### src/hw/rtl/cbct_pkg.sv
// ----------------------------------------------------------------------------
// cbct_pkg
// Shared constants, types and register indexes for the centroid tracker.
// ----------------------------------------------------------------------------
`default_nettype none
package cbct_pkg;

    localparam int COORD_BITS_DEF = 12;
    localparam int COUNT_BITS_DEF = 24;
    localparam int CFG_IDX_BITS   = 3;
    localparam int CFG_DATA_BITS  = 24;
    localparam int RUN_BITS       = 5;
    localparam int ANGLE_BITS     = 16;
    localparam int QUEUE_DEPTH    = 4;

    // register indexes
    localparam logic [CFG_IDX_BITS-1:0] REG_MIN_HIT   = 3'd0;
    localparam logic [CFG_IDX_BITS-1:0] REG_AOV_X     = 3'd1;
    localparam logic [CFG_IDX_BITS-1:0] REG_AOV_Y     = 3'd2;
    localparam logic [CFG_IDX_BITS-1:0] REG_WIDTH     = 3'd3;
    localparam logic [CFG_IDX_BITS-1:0] REG_HEIGHT    = 3'd4;
    localparam logic [CFG_IDX_BITS-1:0] REG_TILT_OFF  = 3'd5;
    localparam logic [CFG_IDX_BITS-1:0] REG_THRESHOLD = 3'd6;
    localparam logic [CFG_IDX_BITS-1:0] REG_FIRE_RUN  = 3'd7;

    // back end sequencer states
    typedef enum logic [2:0] {
        ST_IDLE,
        ST_DIV_C,
        ST_ANG_MUL,
        ST_DIV_A,
        ST_DONE,
        ST_OUT
    } back_state_t;

endpackage
`default_nettype wire

### src/hw/rtl/color_blob_centroid_tracker.sv
// ----------------------------------------------------------------------------
// color_blob_centroid_tracker
// Red blob centroid and aim angle tracker over a pixel stream.
// ----------------------------------------------------------------------------
// Pixels enter on in_valid/in_ready, one transfer per clock; in_ready stays
// high unless the frame-total queue is full. Each pixel with end_of_frame
// pushes its frame totals into a four-entry queue and the accumulators clear.
// The back end pops one entry, runs the centroid long division (one quotient
// bit per cycle), forms the angle products and then runs both angle
// divisions in parallel; it pops no new entry until its result is taken.
// The result waits in the output register until out_ready; while it waits
// the next frame still accumulates, and only a full queue stalls the pixel
// side. Reset clears accumulators, queue pointers, the lock run and the
// sequencer state and loads the configuration defaults; the back end
// datapath registers have no reset.
// ----------------------------------------------------------------------------
`default_nettype none
module color_blob_centroid_tracker #(
    parameter int COORD_BITS = cbct_pkg::COORD_BITS_DEF,
    parameter int COUNT_BITS = cbct_pkg::COUNT_BITS_DEF
) (
    input  wire logic                  clk,
    input  wire logic                  rst_n,
    input  wire logic                  cfg_we,
    input  wire logic [cbct_pkg::CFG_IDX_BITS-1:0] cfg_index,
    input  wire logic [cbct_pkg::CFG_DATA_BITS-1:0] cfg_data,
    input  wire logic                  in_valid,
    output logic                       in_ready,
    input  wire logic [7:0]            blue,
    input  wire logic [7:0]            green,
    input  wire logic [7:0]            red,
    input  wire logic [COORD_BITS-1:0] pixel_x,
    input  wire logic [COORD_BITS-1:0] pixel_y,
    input  wire logic                  end_of_frame,
    output logic                       out_valid,
    input  wire logic                  out_ready,
    output logic [COORD_BITS-1:0]      centroid_x,
    output logic [COORD_BITS-1:0]      centroid_y,
    output logic [COUNT_BITS-1:0]      frame_hits,
    output logic                       target_seen,
    output logic                       locked,
    output logic signed [15:0]         pan_angle,
    output logic signed [15:0]         tilt_angle,
    output logic                       fire
);
    localparam int SUM_BITS = COORD_BITS + COUNT_BITS;
    localparam int QW = COUNT_BITS + 2 * SUM_BITS;

    logic [23:0] min_hit_reg;
    logic [7:0]  aov_x_reg, aov_y_reg, tilt_reg;
    logic [12:0] width_reg, height_reg;
    logic [6:0]  thr_reg;
    logic [4:0]  fire_run_reg;

    logic                  push, full, pop, avail, take;
    logic [COUNT_BITS-1:0] p_cnt;
    logic [SUM_BITS-1:0]   p_sx, p_sy;
    logic [QW-1:0]         q_out;

    // configuration registers
    always_ff @(posedge clk or negedge rst_n)
    begin
        if (!rst_n)
        begin
            min_hit_reg  <= 24'd350;
            aov_x_reg    <= 8'd60;
            aov_y_reg    <= 8'd40;
            width_reg    <= 13'd640;
            height_reg   <= 13'd480;
            tilt_reg     <= 8'd20;
            thr_reg      <= 7'd70;
            fire_run_reg <= 5'd20;
        end
        else if (cfg_we)
        begin
            case (cfg_index)
                cbct_pkg::REG_MIN_HIT:   min_hit_reg  <= cfg_data;
                cbct_pkg::REG_AOV_X:     aov_x_reg    <= cfg_data[7:0];
                cbct_pkg::REG_AOV_Y:     aov_y_reg    <= cfg_data[7:0];
                cbct_pkg::REG_WIDTH:     width_reg    <= cfg_data[12:0];
                cbct_pkg::REG_HEIGHT:    height_reg   <= cfg_data[12:0];
                cbct_pkg::REG_TILT_OFF:  tilt_reg     <= cfg_data[7:0];
                cbct_pkg::REG_THRESHOLD: thr_reg      <= cfg_data[6:0];
                cbct_pkg::REG_FIRE_RUN:  fire_run_reg <= cfg_data[4:0];
                default:                 ;
            endcase
        end
    end

    assign in_ready = !full;
    assign take     = in_valid && in_ready;

    cbct_front #(.COORD_BITS(COORD_BITS), .COUNT_BITS(COUNT_BITS)) u_front (
        .clk, .rst_n, .blue, .green, .red, .pixel_x, .pixel_y, .end_of_frame,
        .take (take), .threshold (thr_reg), .push (push),
        .push_cnt (p_cnt), .push_sx (p_sx), .push_sy (p_sy)
    );

    cbct_queue #(.WIDTH(QW)) u_queue (
        .clk, .rst_n, .push (push), .push_data ({p_cnt, p_sx, p_sy}),
        .full (full), .pop (pop), .avail (avail), .pop_data (q_out)
    );

    cbct_back #(.COORD_BITS(COORD_BITS), .COUNT_BITS(COUNT_BITS)) u_back (
        .clk, .rst_n, .avail (avail),
        .q_cnt (q_out[QW-1 -: COUNT_BITS]),
        .q_sx  (q_out[2*SUM_BITS-1 -: SUM_BITS]),
        .q_sy  (q_out[SUM_BITS-1:0]),
        .pop (pop), .min_hit (min_hit_reg), .aov_x (aov_x_reg), .aov_y (aov_y_reg),
        .fwidth (width_reg), .fheight (height_reg), .tilt_off ($signed(tilt_reg)),
        .fire_thr (fire_run_reg), .out_valid (out_valid), .out_ready (out_ready),
        .cx_o (centroid_x), .cy_o (centroid_y), .hits_o (frame_hits),
        .seen_o (target_seen), .locked_o (locked), .pan_o (pan_angle),
        .tilt_o (tilt_angle), .fire_o (fire)
    );
endmodule
`default_nettype wire

### src/hw/rtl/cbct_ram.sv
// ----------------------------------------------------------------------------
// cbct_ram
// Generic single write, single read RAM with registered read data.
// ----------------------------------------------------------------------------
`default_nettype none
module cbct_ram #(
    parameter int WIDTH = 8,
    parameter int DEPTH = 4
) (
    input  wire logic                     clk,
    input  wire logic                     we,
    input  wire logic [$clog2(DEPTH)-1:0] waddr,
    input  wire logic [WIDTH-1:0]         wdata,
    input  wire logic                     re,
    input  wire logic [$clog2(DEPTH)-1:0] raddr,
    output logic      [WIDTH-1:0]         rdata
);
    logic [WIDTH-1:0] mem [DEPTH];

    // write port and registered read, read data held when not enabled
    always_ff @(posedge clk)
    begin
        if (we)
        begin
            mem[waddr] <= wdata;
        end
        if (re)
        begin
            rdata <= mem[raddr];
        end
    end
endmodule
`default_nettype wire

### src/hw/rtl/cbct_front.sv
// ----------------------------------------------------------------------------
// cbct_front
// Pixel classifier and saturating frame accumulators; pushes frame totals.
// ----------------------------------------------------------------------------
`default_nettype none
module cbct_front #(
    parameter int COORD_BITS = cbct_pkg::COORD_BITS_DEF,
    parameter int COUNT_BITS = cbct_pkg::COUNT_BITS_DEF
) (
    input  wire logic                             clk,
    input  wire logic                             rst_n,
    input  wire logic [7:0]                       blue,
    input  wire logic [7:0]                       green,
    input  wire logic [7:0]                       red,
    input  wire logic [COORD_BITS-1:0]            pixel_x,
    input  wire logic [COORD_BITS-1:0]            pixel_y,
    input  wire logic                             end_of_frame,
    input  wire logic                             take,
    input  wire logic [6:0]                       threshold,
    output logic                                  push,
    output logic [COUNT_BITS-1:0]                 push_cnt,
    output logic [COORD_BITS+COUNT_BITS-1:0]      push_sx,
    output logic [COORD_BITS+COUNT_BITS-1:0]      push_sy
);
    localparam int SUM_BITS = COORD_BITS + COUNT_BITS;

    logic [COUNT_BITS-1:0] cnt_reg, cnt_next;
    logic [SUM_BITS-1:0]   sx_reg, sx_next, sy_reg, sy_next;
    logic [14:0]           lhs;
    logic [16:0]           rhs;
    logic                  hit;
    logic [COUNT_BITS:0]   cnt_sum;
    logic [SUM_BITS:0]     sx_sum, sy_sum;

    // hit test in exact integers
    assign lhs = 15'(red) * 15'd100;
    assign rhs = 17'(threshold) * (17'(blue) + 17'(green) + 17'(red));
    assign hit = 17'(lhs) > rhs;

    // saturating accumulation
    always_comb
    begin
        cnt_sum = {1'b0, cnt_reg} + 1'b1;
        sx_sum  = {1'b0, sx_reg} + (SUM_BITS+1)'(pixel_x);
        sy_sum  = {1'b0, sy_reg} + (SUM_BITS+1)'(pixel_y);
        cnt_next = cnt_reg;
        sx_next  = sx_reg;
        sy_next  = sy_reg;
        if (hit)
        begin
            cnt_next = cnt_sum[COUNT_BITS] ? '1 : cnt_sum[COUNT_BITS-1:0];
            sx_next  = sx_sum[SUM_BITS] ? '1 : sx_sum[SUM_BITS-1:0];
            sy_next  = sy_sum[SUM_BITS] ? '1 : sy_sum[SUM_BITS-1:0];
        end
        push     = take && end_of_frame;
        push_cnt = cnt_next;
        push_sx  = sx_next;
        push_sy  = sy_next;
    end

    // accumulators clear after each frame
    always_ff @(posedge clk or negedge rst_n)
    begin
        if (!rst_n)
        begin
            cnt_reg <= '0;
            sx_reg  <= '0;
            sy_reg  <= '0;
        end
        else if (take)
        begin
            cnt_reg <= end_of_frame ? '0 : cnt_next;
            sx_reg  <= end_of_frame ? '0 : sx_next;
            sy_reg  <= end_of_frame ? '0 : sy_next;
        end
    end
endmodule
`default_nettype wire

### src/hw/rtl/cbct_queue.sv
// ----------------------------------------------------------------------------
// cbct_queue
// Short frame-total queue between accumulator front and divider back end.
// ----------------------------------------------------------------------------
`default_nettype none
module cbct_queue #(
    parameter int WIDTH = 8,
    parameter int DEPTH = cbct_pkg::QUEUE_DEPTH
) (
    input  wire logic             clk,
    input  wire logic             rst_n,
    input  wire logic             push,
    input  wire logic [WIDTH-1:0] push_data,
    output logic                  full,
    input  wire logic             pop,
    output logic                  avail,
    output logic      [WIDTH-1:0] pop_data
);
    localparam int AW = $clog2(DEPTH);

    logic [AW-1:0] wp_reg, rp_reg, rp_next;
    logic [AW:0]   fill_reg;
    logic          rvalid_reg;
    logic          fetch;

    // read ahead one entry into the registered read port
    assign fetch   = (fill_reg != '0) && (!rvalid_reg || pop);
    assign rp_next = fetch ? rp_reg + 1'b1 : rp_reg;
    assign full    = fill_reg == (AW+1)'(DEPTH);
    assign avail   = rvalid_reg;

    cbct_ram #(.WIDTH(WIDTH), .DEPTH(DEPTH)) u_ram (
        .clk   (clk),
        .we    (push),
        .waddr (wp_reg),
        .wdata (push_data),
        .re    (fetch),
        .raddr (rp_reg),
        .rdata (pop_data)
    );

    // pointers and fill count
    always_ff @(posedge clk or negedge rst_n)
    begin
        if (!rst_n)
        begin
            wp_reg     <= '0;
            rp_reg     <= '0;
            fill_reg   <= '0;
            rvalid_reg <= 1'b0;
        end
        else
        begin
            if (push)
            begin
                wp_reg <= wp_reg + 1'b1;
            end
            rp_reg   <= rp_next;
            fill_reg <= fill_reg + (AW+1)'(push) - (AW+1)'(fetch);
            if (fetch)
            begin
                rvalid_reg <= 1'b1;
            end
            else if (pop)
            begin
                rvalid_reg <= 1'b0;
            end
        end
    end
endmodule
`default_nettype wire

### src/hw/rtl/cbct_back.sv
// ----------------------------------------------------------------------------
// cbct_back
// End-of-frame sequencer: centroid and angle dividers, lock run, result reg.
// ----------------------------------------------------------------------------
`default_nettype none
module cbct_back #(
    parameter int COORD_BITS = cbct_pkg::COORD_BITS_DEF,
    parameter int COUNT_BITS = cbct_pkg::COUNT_BITS_DEF
) (
    input  wire logic                         clk,
    input  wire logic                         rst_n,
    input  wire logic                         avail,
    input  wire logic [COUNT_BITS-1:0]        q_cnt,
    input  wire logic [COORD_BITS+COUNT_BITS-1:0] q_sx,
    input  wire logic [COORD_BITS+COUNT_BITS-1:0] q_sy,
    output logic                              pop,
    input  wire logic [23:0]                  min_hit,
    input  wire logic [7:0]                   aov_x,
    input  wire logic [7:0]                   aov_y,
    input  wire logic [12:0]                  fwidth,
    input  wire logic [12:0]                  fheight,
    input  wire logic signed [7:0]            tilt_off,
    input  wire logic [4:0]                   fire_thr,
    output logic                              out_valid,
    input  wire logic                         out_ready,
    output logic [COORD_BITS-1:0]             cx_o,
    output logic [COORD_BITS-1:0]             cy_o,
    output logic [COUNT_BITS-1:0]             hits_o,
    output logic                              seen_o,
    output logic                              locked_o,
    output logic signed [15:0]                pan_o,
    output logic signed [15:0]                tilt_o,
    output logic                              fire_o
);
    localparam int SUM_BITS = COORD_BITS + COUNT_BITS;
    // angle numerator: 128*a*sz - 256*pos*a + 256*off*sz, magnitude bound
    localparam int NUM_BITS = 40;
    localparam int CW       = $clog2(SUM_BITS + 1);
    localparam int AW_CNT   = $clog2(NUM_BITS + 1);

    cbct_pkg::back_state_t state_reg, state_next;

    logic [SUM_BITS-1:0]   sx_reg, sy_reg;          // become quotients
    logic [COUNT_BITS-1:0] rx_reg, ry_reg;          // remainders
    logic [COUNT_BITS-1:0] den_reg, hits_reg;
    logic [CW-1:0]         step_reg;
    logic [COORD_BITS-1:0] cx_reg, cy_reg;
    logic                  seen_reg, lock_reg, fire_reg;
    logic [4:0]            run_reg;
    // angle division: magnitude long division, both axes side by side
    logic [NUM_BITS-1:0]   nx_reg, ny_reg;
    logic                  negx_reg, negy_reg;
    logic [12:0]           szx_reg, szy_reg;
    logic [13:0]           arx_reg, ary_reg;
    logic [AW_CNT-1:0]     astep_reg;
    logic signed [15:0]    pan_reg, tilt_reg;
    logic signed [NUM_BITS:0] prx_reg, pry_reg;     // pos*a products
    logic signed [NUM_BITS:0] bx_reg, by_reg;       // 128*a*sz, y adds 256*off*sz

    logic [COUNT_BITS:0] trx, try_;
    logic [13:0]         tax, tay;

    // one restoring step of each division
    always_comb
    begin
        trx  = {rx_reg, sx_reg[SUM_BITS-1]};
        try_ = {ry_reg, sy_reg[SUM_BITS-1]};
        tax  = {arx_reg[12:0], nx_reg[NUM_BITS-1]};
        tay  = {ary_reg[12:0], ny_reg[NUM_BITS-1]};
    end

    // next state
    always_comb
    begin
        state_next = state_reg;
        case (state_reg)
            cbct_pkg::ST_IDLE:    if (avail) state_next = cbct_pkg::ST_DIV_C;
            cbct_pkg::ST_DIV_C:   if (step_reg == CW'(SUM_BITS - 1))
                                      state_next = cbct_pkg::ST_ANG_MUL;
            cbct_pkg::ST_ANG_MUL: state_next = cbct_pkg::ST_DIV_A;
            cbct_pkg::ST_DIV_A:   if (astep_reg == AW_CNT'(NUM_BITS))
                                      state_next = cbct_pkg::ST_DONE;
            cbct_pkg::ST_DONE:    state_next = cbct_pkg::ST_OUT;
            cbct_pkg::ST_OUT:     if (out_ready) state_next = cbct_pkg::ST_IDLE;
            default:              state_next = cbct_pkg::ST_IDLE;
        endcase
    end

    // outputs
    always_comb
    begin
        pop       = state_reg == cbct_pkg::ST_IDLE && avail;
        out_valid = state_reg == cbct_pkg::ST_OUT;
        cx_o      = cx_reg;
        cy_o      = cy_reg;
        hits_o    = hits_reg;
        seen_o    = seen_reg;
        locked_o  = lock_reg;
        pan_o     = pan_reg;
        tilt_o    = tilt_reg;
        fire_o    = fire_reg;
    end

    always_ff @(posedge clk or negedge rst_n)
    begin
        if (!rst_n)
        begin
            state_reg <= cbct_pkg::ST_IDLE;
            run_reg   <= '0;
        end
        else
        begin
            state_reg <= state_next;
            if (state_reg == cbct_pkg::ST_DONE && seen_reg)
            begin
                if (lock_reg)
                begin
                    if ((run_reg == 5'd31 ? run_reg : run_reg + 5'd1) > fire_thr)
                        run_reg <= '0;
                    else if (run_reg != 5'd31)
                        run_reg <= run_reg + 5'd1;
                end
                else
                begin
                    run_reg <= '0;
                end
            end
        end
    end

    // datapath
    always_ff @(posedge clk)
    begin
        case (state_reg)
            cbct_pkg::ST_IDLE:
            begin
                sx_reg   <= q_sx;
                sy_reg   <= q_sy;
                rx_reg   <= '0;
                ry_reg   <= '0;
                hits_reg <= q_cnt;
                den_reg  <= (q_cnt == '0) ? COUNT_BITS'(1) : q_cnt;
                step_reg <= '0;
            end
            cbct_pkg::ST_DIV_C:
            begin
                step_reg <= step_reg + 1'b1;
                if (trx >= {1'b0, den_reg})
                begin
                    rx_reg <= COUNT_BITS'(trx - {1'b0, den_reg});
                    sx_reg <= {sx_reg[SUM_BITS-2:0], 1'b1};
                end
                else
                begin
                    rx_reg <= trx[COUNT_BITS-1:0];
                    sx_reg <= {sx_reg[SUM_BITS-2:0], 1'b0};
                end
                if (try_ >= {1'b0, den_reg})
                begin
                    ry_reg <= COUNT_BITS'(try_ - {1'b0, den_reg});
                    sy_reg <= {sy_reg[SUM_BITS-2:0], 1'b1};
                end
                else
                begin
                    ry_reg <= try_[COUNT_BITS-1:0];
                    sy_reg <= {sy_reg[SUM_BITS-2:0], 1'b0};
                end
            end
            cbct_pkg::ST_ANG_MUL:
            begin
                // clamp centroid, form products
                cx_reg <= (sx_reg > SUM_BITS'({COORD_BITS{1'b1}})) ? '1
                          : sx_reg[COORD_BITS-1:0];
                cy_reg <= (sy_reg > SUM_BITS'({COORD_BITS{1'b1}})) ? '1
                          : sy_reg[COORD_BITS-1:0];
                seen_reg <= (sx_reg != '0) && (sy_reg != '0);
                lock_reg <= (sx_reg != '0) && (sy_reg != '0)
                            && (32'(den_reg) > 32'(min_hit));
                szx_reg <= (fwidth == '0) ? 13'd1 : fwidth;
                szy_reg <= (fheight == '0) ? 13'd1 : fheight;
                prx_reg <= (NUM_BITS+1)'($signed({1'b0,
                           ((sx_reg > SUM_BITS'({COORD_BITS{1'b1}})) ? {COORD_BITS{1'b1}}
                            : sx_reg[COORD_BITS-1:0])} * 21'(aov_x)));
                pry_reg <= (NUM_BITS+1)'($signed({1'b0,
                           ((sy_reg > SUM_BITS'({COORD_BITS{1'b1}})) ? {COORD_BITS{1'b1}}
                            : sy_reg[COORD_BITS-1:0])} * 21'(aov_y)));
                bx_reg  <= (NUM_BITS+1)'($signed({1'b0, 22'(aov_x) *
                           22'((fwidth == '0) ? 13'd1 : fwidth)})) <<< 7;
                by_reg  <= ((NUM_BITS+1)'($signed({1'b0, 22'(aov_y) *
                           22'((fheight == '0) ? 13'd1 : fheight)})) <<< 7)
                           + ((NUM_BITS+1)'($signed(tilt_off) *
                           $signed({1'b0, 22'((fheight == '0) ? 13'd1 : fheight)})) <<< 8);
                astep_reg <= '0;
            end
            cbct_pkg::ST_DIV_A:
            begin
                astep_reg <= astep_reg + 1'b1;
                if (astep_reg == '0)
                begin
                    // load magnitudes of numerators
                    nx_reg   <= NUM_BITS'(((bx_reg - (prx_reg <<< 8)) < 0)
                                ? -(bx_reg - (prx_reg <<< 8)) : (bx_reg - (prx_reg <<< 8)));
                    negx_reg <= (bx_reg - (prx_reg <<< 8)) < 0;
                    ny_reg   <= NUM_BITS'(((by_reg - (pry_reg <<< 8)) < 0)
                                ? -(by_reg - (pry_reg <<< 8)) : (by_reg - (pry_reg <<< 8)));
                    negy_reg <= (by_reg - (pry_reg <<< 8)) < 0;
                    arx_reg  <= '0;
                    ary_reg  <= '0;
                end
                else
                begin
                    if (tax >= {1'b0, szx_reg})
                    begin
                        arx_reg <= tax - {1'b0, szx_reg};
                        nx_reg  <= {nx_reg[NUM_BITS-2:0], 1'b1};
                    end
                    else
                    begin
                        arx_reg <= tax;
                        nx_reg  <= {nx_reg[NUM_BITS-2:0], 1'b0};
                    end
                    if (tay >= {1'b0, szy_reg})
                    begin
                        ary_reg <= tay - {1'b0, szy_reg};
                        ny_reg  <= {ny_reg[NUM_BITS-2:0], 1'b1};
                    end
                    else
                    begin
                        ary_reg <= tay;
                        ny_reg  <= {ny_reg[NUM_BITS-2:0], 1'b0};
                    end
                end
            end
            cbct_pkg::ST_DONE:
            begin
                // saturate signed quotients, gate by lock
                if (!lock_reg)
                    pan_reg <= '0;
                else if (negx_reg)
                    pan_reg <= (nx_reg > NUM_BITS'(32768)) ? 16'sh8000
                               : 16'(-$signed({1'b0, nx_reg}));
                else
                    pan_reg <= (nx_reg > NUM_BITS'(32767)) ? 16'sh7fff : 16'(nx_reg);
                if (!lock_reg)
                    tilt_reg <= '0;
                else if (negy_reg)
                    tilt_reg <= (ny_reg > NUM_BITS'(32768)) ? 16'sh8000
                                : 16'(-$signed({1'b0, ny_reg}));
                else
                    tilt_reg <= (ny_reg > NUM_BITS'(32767)) ? 16'sh7fff : 16'(ny_reg);
                fire_reg <= lock_reg && seen_reg &&
                            ((run_reg == 5'd31 ? run_reg : run_reg + 5'd1) > fire_thr);
            end
            default:
            begin
            end
        endcase
    end
endmodule
`default_nettype wire

### config.mk
export PLATFORM = sky130hd
export DESIGN_NAME = color_blob_centroid_tracker
export DESIGN_NICKNAME = d
export VERILOG_FILES = /design/src/hw/rtl/cbct_pkg.sv /design/src/hw/rtl/color_blob_centroid_tracker.sv /design/src/hw/rtl/cbct_ram.sv /design/src/hw/rtl/cbct_front.sv /design/src/hw/rtl/cbct_queue.sv /design/src/hw/rtl/cbct_back.sv
export SDC_FILE = /design/constraint.sdc
export NUM_CORES = 2
export LEC_CHECK = 0
export BUFFER_PORTS_ARGS = -buffer_cell sky130_fd_sc_hd__buf_2
export CORE_AREA = 5 5 486 488
export DETAILED_ROUTE_END_ITERATION = 8
export DIE_AREA = 0 0 491 493
export GPL_TIMING_DRIVEN = 0
export PLACE_DENSITY_LB_ADDON = 0.05
export SLEW_MARGIN = 20
export SYNTH_ARGS = -nofsm -noshare
export SYNTH_HDL_FRONTEND = slang
export SYNTH_SLANG_ARGS = --single-unit
### constraint.sdc
create_clock -name clk -period 8.9 [get_ports clk]
set_input_delay 1.78 -clock clk [delete_from_list [all_inputs] [get_ports clk]]
set_output_delay 1.78 -clock clk [all_outputs]
set_load 0.1 [all_outputs]
# --- Yosys cells after proc, flatten, opt, wreduce, memory -nomap -nowiden ---
# Memories as Yosys holds them, arrays and structs flattened. A register that Yosys moved wholly into a read port is not among the register bits.
# Cells that the tools add are included.
totals:
  mem_bits_rw: 384
  register_bits: 674
  inputBits: 81
  mem_count: 1
op_classes:
  muxes: 50
  n_eq_ne: 22
  n_lt_le_gt_ge: 15
  reduce_logical: 35
  multipliers: 7
  addsub: 23
memory_table:
  columns: ["name", "depth", "width", "read_ports", "rd_clocked_by_memory_dff", "write_ports", "line_no", "source"]
  rows:
  - ["u_queue.u_ram.mem", 4, 96, 1, 1, 1, "cbct_ram.sv:18", "logic [WIDTH-1:0] mem [DEPTH];"]
ops:
  columns: ["op", "n"]
  rows:
  - ["$mux W36", 6]
  - ["$mux W40", 4]
  - ["$pmux W36 S2", 2]
  - ["$mux W24", 5]
  - ["$mux W16", 6]
  - ["$pmux W24 S2", 2]
  - ["$gt A40 B15 Y1 const B", 2]
  - ["$gt A40 B16 Y1 const B", 2]
  - ["$add A36 B12 Y37", 2]
  - ["$gt A36 B12 Y1 const B", 2]
  - ["$reduce_bool A36 Y1", 2]
  - ["$mux W13", 4]
  - ["$ge A25 B24 Y1", 2]
  - ["$sub A24 B24 Y24", 2]
  - ["$mul A8 B22 Y22", 2]
  - ["$add A30 B41 Y41", 1]
  - ["$lt A41 B1 Y1 const B", 1]
  - ["$sub A41 B29 Y41", 1]
  - ["$mul A12 B8 Y20", 2]
  - ["$neg A30 Y40", 1]
  - ["$neg A40 Y40", 1]
  - ["$neg A16 Y16", 2]
  - ["$lt A30 B1 Y1 const B", 1]
  - ["$sub A29 B28 Y30", 1]
  - ["42 further kinds", 96]

# --- Depth between registers and ports, before layout ---
depth:
  depth_word: 6
  ltp_mapped: 42

# --- By module ---
# Synthesis repeated with hierarchy kept, for this count alone.
unflattened:
  hier_cells: 6804
  area_unflattened_um2: 75185.9
by_module_without_submodules:
  columns: ["mod", "n_inst", "cells_each", "area_per_inst_um2", "seq_area_each_um2"]
  rows:
  - ["cbct_back", 1, 4548, 43145.1, 13953.4]
  - ["cbct_ram", 1, 602, 16772.3, 14413.8]
  - ["cbct_front", 1, 1434, 11579.9, 2402.3]
  - ["color_blob_centroid_tracker", 1, 192, 3321.9, 2183.3]
  - ["cbct_queue", 1, 28, 366.6, 200.2]

# --- Worst setup path before layout ---
# OpenSTA, ideal clock, no wires.
synth_path:
  path_type: "input port to flip-flop"
  from: "in blue[0]"
  to: "mem u_queue.u_ram.mem[0][86] in the netlist's numbering (data pin)"
  t_required_ps: 8705
  t_arrival_ps: 9949
  stages: 40
  path_slack_ps: -1244
  path_buffers: 2
  cell_sequence: "ha_1 inv_1 fa_1 inv_1 fa_1 a21oi_1 nor2_1 nor2_1 o21bai_1 a21oi_1 o21bai_1 a21oi_1 xnor2_1 and2_1 fa_1 fa_1 fa_1 inv_1 [4 not listed] a21oi_1 nor2_1 a31oi_1 or3b_2 a21oi_1 o21bai_1 xnor2_1 ha_1 o21ai_0 a21oi_1 o31ai_1 a21oi_1 o21ai_1 clkbuf_1 nor2_1 clkbuf_1 a21oi_1 a41oi_1"
synth_via:
  elab_chain_len: 5
synth_rtl:
  columns: ["element", "line_no", "source"]
  rows:
  - ["start: declaration", "color_blob_centroid_tracker.sv:29", "input wire logic [7:0] blue,"]
  - ["$add A8 B8 Y9", "cbct_front.sv:37", "assign rhs = 17'(threshold) * (17'(blue) + 17'(green) + 17'(red));"]
  - ["$add A17 B8 Y17", "cbct_front.sv:37", null]
  - ["$mul A7 B17 Y17", "cbct_front.sv:37", null]
  - ["$gt A15 B17 Y1", "cbct_front.sv:38", "assign hit = 17'(lhs) > rhs;"]
  - ["$mux W24", "cbct_front.sv:49", "if (hit)"]
  - ["via p_cnt[14]", "color_blob_centroid_tracker.sv:56", "logic [COUNT_BITS-1:0] p_cnt;"]
  - ["end: declaration", "cbct_ram.sv:18", null]
# The timed path passes the listed nets, and every way through them passes these cells.

# --- Worst setup path in the final report ---
layout_path:
  from: "in blue[0]"
  to: "mem u_queue.u_ram.mem[1][88] in the netlist's numbering (data pin)"
# Same word-level chain as after synthesis.

==> results by stage <==
Outcome:
- The flow ran to the end, but the final reports show violations.
- The final reports fail on negative setup slack.

Yosys:
- The most used flip-flop cell after synthesis is sky130_fd_sc_hd__edfxtp_1.
- The post-synthesis sequential area ratio is 0.441.
- The biggest area contributor in the post-synthesis netlist is sky130_fd_sc_hd__edfxtp_1.
- The net count after synthesis is 7947.
- The average instance in the mapped netlist occupies 10.9 um2.
- Counting instances in the post-synthesis netlist gives the leading cell types as sky130_fd_sc_hd__edfxtp_1, sky130_fd_sc_hd__nand2_1, sky130_fd_sc_hd__inv_1.
- By area the synthesized netlist is led by sky130_fd_sc_hd__edfxtp_1, sky130_fd_sc_hd__fa_1, sky130_fd_sc_hd__ha_1, sky130_fd_sc_hd__dfrtp_1, sky130_fd_sc_hd__nand2_1.
- The count of cell types in the netlist is 93.
- Counting flops with a built-in enable in the synthesized netlist gives 949.
- The area fraction of the dominant cell type after synthesis is 0.375.
- After synthesis, the share of flip-flops with an asynchronous set or reset is 0.173.
- Summing every instance area after synthesis gives 76000 um2.
- The Yosys step of the flow raised 0 warnings.
- Synthesis produced 6972 cells.
- The flip-flop and latch count after synthesis is 1147.
- In the post-synthesis netlist, the cell with the most instances is sky130_fd_sc_hd__edfxtp_1.

Floorplanning:
- Row generation in the floorplan step produced 177 rows.
- The height of the die is 493 um.
- The core footprint is 231000 um2.
- The die area is 242000 um2.
- The initial utilization of the core area, before any placement, comes to 0.328.
- The die outline width is 491 um.
- The number of top-level design ports is 166.

Critical path:
- The nature of the critical path endpoint is a register.
- The most critical setup path has its startpoint at blue[0].
- The maximum fanout along the worst path is 5.
- The required time of the worst setup path is 9400 ps.
- The critical path buffer and inverter count is 9.
- The element type at the critical path start is an input pin.
- Broken down by cell family, the worst path's largest delay share belongs to adder cells.
- The critical path is of the in2reg type.
- The worst reg2reg path startpoint is height_reg[8].
- On the worst path, the slowest cell contributes a delay of 550 ps.
- The critical path data arrival time is 9850 ps.
- Among all stages on the critical path, the largest delay is contributed by sky130_fd_sc_hd__fa_1.

Layout:
- The count of nets after finishing is 8435.
- For this run, the share of the core covered by cells in the final layout is 0.392.
- The finished layout holds 10600 standard cells, fillers aside.
- Counting flops per register, the top entry is u_queue.u_ram.mem.
- The layout cell share with drive strength beyond 1 is 0.155.
- In the final layout, the registers with the most flip-flops are u_queue.u_ram.mem: 384 flops, u_queue.u_ram.rdata: 96 flops.
- The register with the most flip-flops in the layout has 384 of them.
- The area growth from synthesis to layout is 19.3%.

Global route:
- The number of antenna violations at the first check in global routing is 10.
- The overall overflow remaining after global route is 0.
- The first global-routing pass estimated 345 mm of wire.
- Across every metal layer, demand over resource in global routing totals 0.185.
- The number of global-route vias before repair was 54800.
- The pin count of the biggest net entering global routing is 82.

CTS:
- CTS saw 1147 sinks.
- The number of levels the H-tree was split into is 4.
- The TritonCTS clock tree is done.
- The number of hold buffers added after CTS is 0.
- The tree is rooted in a sky130_fd_sc_hd__clkbuf_16.
- Buffers inserted during clock tree synthesis total 142.
- The worst-case clock buffer depth is 3.
- The source-to-sink clock delay at the later pin of the worst-skew pair is 820 ps.
- The clock slew seen by the registers of the worst setup and hold paths is 60 ps.

STA:
- The timing-limited maximum frequency is 107 MHz.
- Across all setup checks in the final design, the least slack found is -456 ps.
- Measured against its own limit, the worst slew margin works out to 0.187.
- The final-report hold violation count is 0.
- The clock arrives with 55.0 ps of skew.
- Counting I/O delays and the setup requirement, the final critical path takes 9360 ps.
- The max-slew violation count is 0.
- In the finished design, the share of the clock period the worst path needs comes to 1.05.
- After routing, the total negative slack on setup checks comes to -133700 ps.
- The pin slew with the least headroom to its limit is 1220 ps.
- Setup violations remaining at the end of the flow were counted as 476.
- Setup repair after global routing could not meet its margin everywhere.

Drt:
- After detailed routing, the number of remaining DRC violations is 0.
- The number of iterations in the first detailed-routing pass is 6.
- For this block, wires on met1 add up to 105 mm.
- The total routed wirelength is 227 mm.
- The detail-routed net length per standard cell is 21.4 um.
- For this block, the initial DRC count from the detailed router was 2799.
- The detail route stage leaves a number of antenna-violating nets equal to 0.
- The met3 wire length is 6.78 mm.
- The highest metal layer with signal wires is met4.
- The routed design uses 109 mm of met2 wire.
- The detailed router placed 52700 vias in this run.
- The number of vias per cell is 4.96.

Placed design:
- The instance count after placement with tap cells included is 10200.
- The sum of net half-perimeters after detailed placement is 170 mm.
- The port buffer count is 163.
- The routability congestion estimate from global placement is 0.827.

Hold path:
- The worst hold path begins at u_queue.fill_reg[2].
- The path category of the worst min-delay check is reg2reg.

Flow run:
- Max-cap violations in this run came to 0.
[metrics by stage]
step           area (um2)  hold WS, ps  worst slack (ps)
2_1_floorplan       76300          445              -616
3_3_place_gp        80900          482             -4300
3_5_place_dp        81700          496             -2590
4_1_cts             89200          507              -530
5_1_grt             90700          529              -788
6_report            90700          504              -456
[layer usage]
metal	vias up	global-route usage
met5	-	0
met2	817	0.313
li1	25400	-
met1	26200	0.251
met3	285	0.0227
met4	0	0.0471
[kinds of logic (layout without fill, tap and decap cells)]
group           after synthesis  after routing  share of synthesized area
mux                         232            232                     0.0477
buf+inv                    1046           1649                     0.0519
simple gates               2189           2189                      0.142
fa+ha+maj                   894            894                      0.184
other cells                   0              2                          0
compound gates             1135           1136                     0.0954
flops                      1147           1147                      0.441
xor+xnor                    329            329                     0.0379
[area by class of cell]
class,count,area (um2)
sequential,1147,33500
antenna,2,5.00
inverter,705,2650
buffer,337,1580
tap,3043,3810
fill,22400,141000
timing repair buffer,347,3360
clock inverter,81,1010
multi-input combinational,4780,41000
clock buffer,179,3730
[cells in the final DEF (no fill, tap or decap), types with 103 or more instances in the layout]
cell type                   instances
sky130_fd_sc_hd__clkbuf_1         313
sky130_fd_sc_hd__ha_1             517
sky130_fd_sc_hd__and2_1           321
sky130_fd_sc_hd__xnor2_1          196
sky130_fd_sc_hd__inv_1            699
sky130_fd_sc_hd__nor2_1           318
sky130_fd_sc_hd__edfxtp_1         949
sky130_fd_sc_hd__nor2b_1          113
sky130_fd_sc_hd__fa_1             371
sky130_fd_sc_hd__a21oi_1          277
sky130_fd_sc_hd__xor2_1           107
sky130_fd_sc_hd__clkbuf_16        154
sky130_fd_sc_hd__buf_2            173
sky130_fd_sc_hd__nand2_1          738
sky130_fd_sc_hd__nor3_1           103
sky130_fd_sc_hd__o21ai_0          215
sky130_fd_sc_hd__dfrtp_1          173
[repair_timing]
action / 4_1_cts / 5_1_grt
gates cloned: 11 / 2
pin swaps: 73 / 128
setup buffers: 96 / 52
resized for setup: 299 / 238
setup endpoints to repair: 494 / 493
[worst paths after layout]
path | to | slack, ps | cells past startpoint
setup / recovery | u_queue.u_ram.mem[1][88] | -460 | 41
max in group asynchronous | thr_reg[2] | 7000 | 2
hold reg to reg | u_queue.fill_reg[2] | 500 | 1
hold / removal | u_queue.fill_reg[2] | 500 | 1
min in group asynchronous | u_front.cnt_reg[13] | 890 | 1
setup reg to reg | u_back.by_reg[29] | 570 | 30
Power is left out: the tool's default activity adds up to more than one toggle a clock period on the data nets, which glitch-free logic cannot reach.
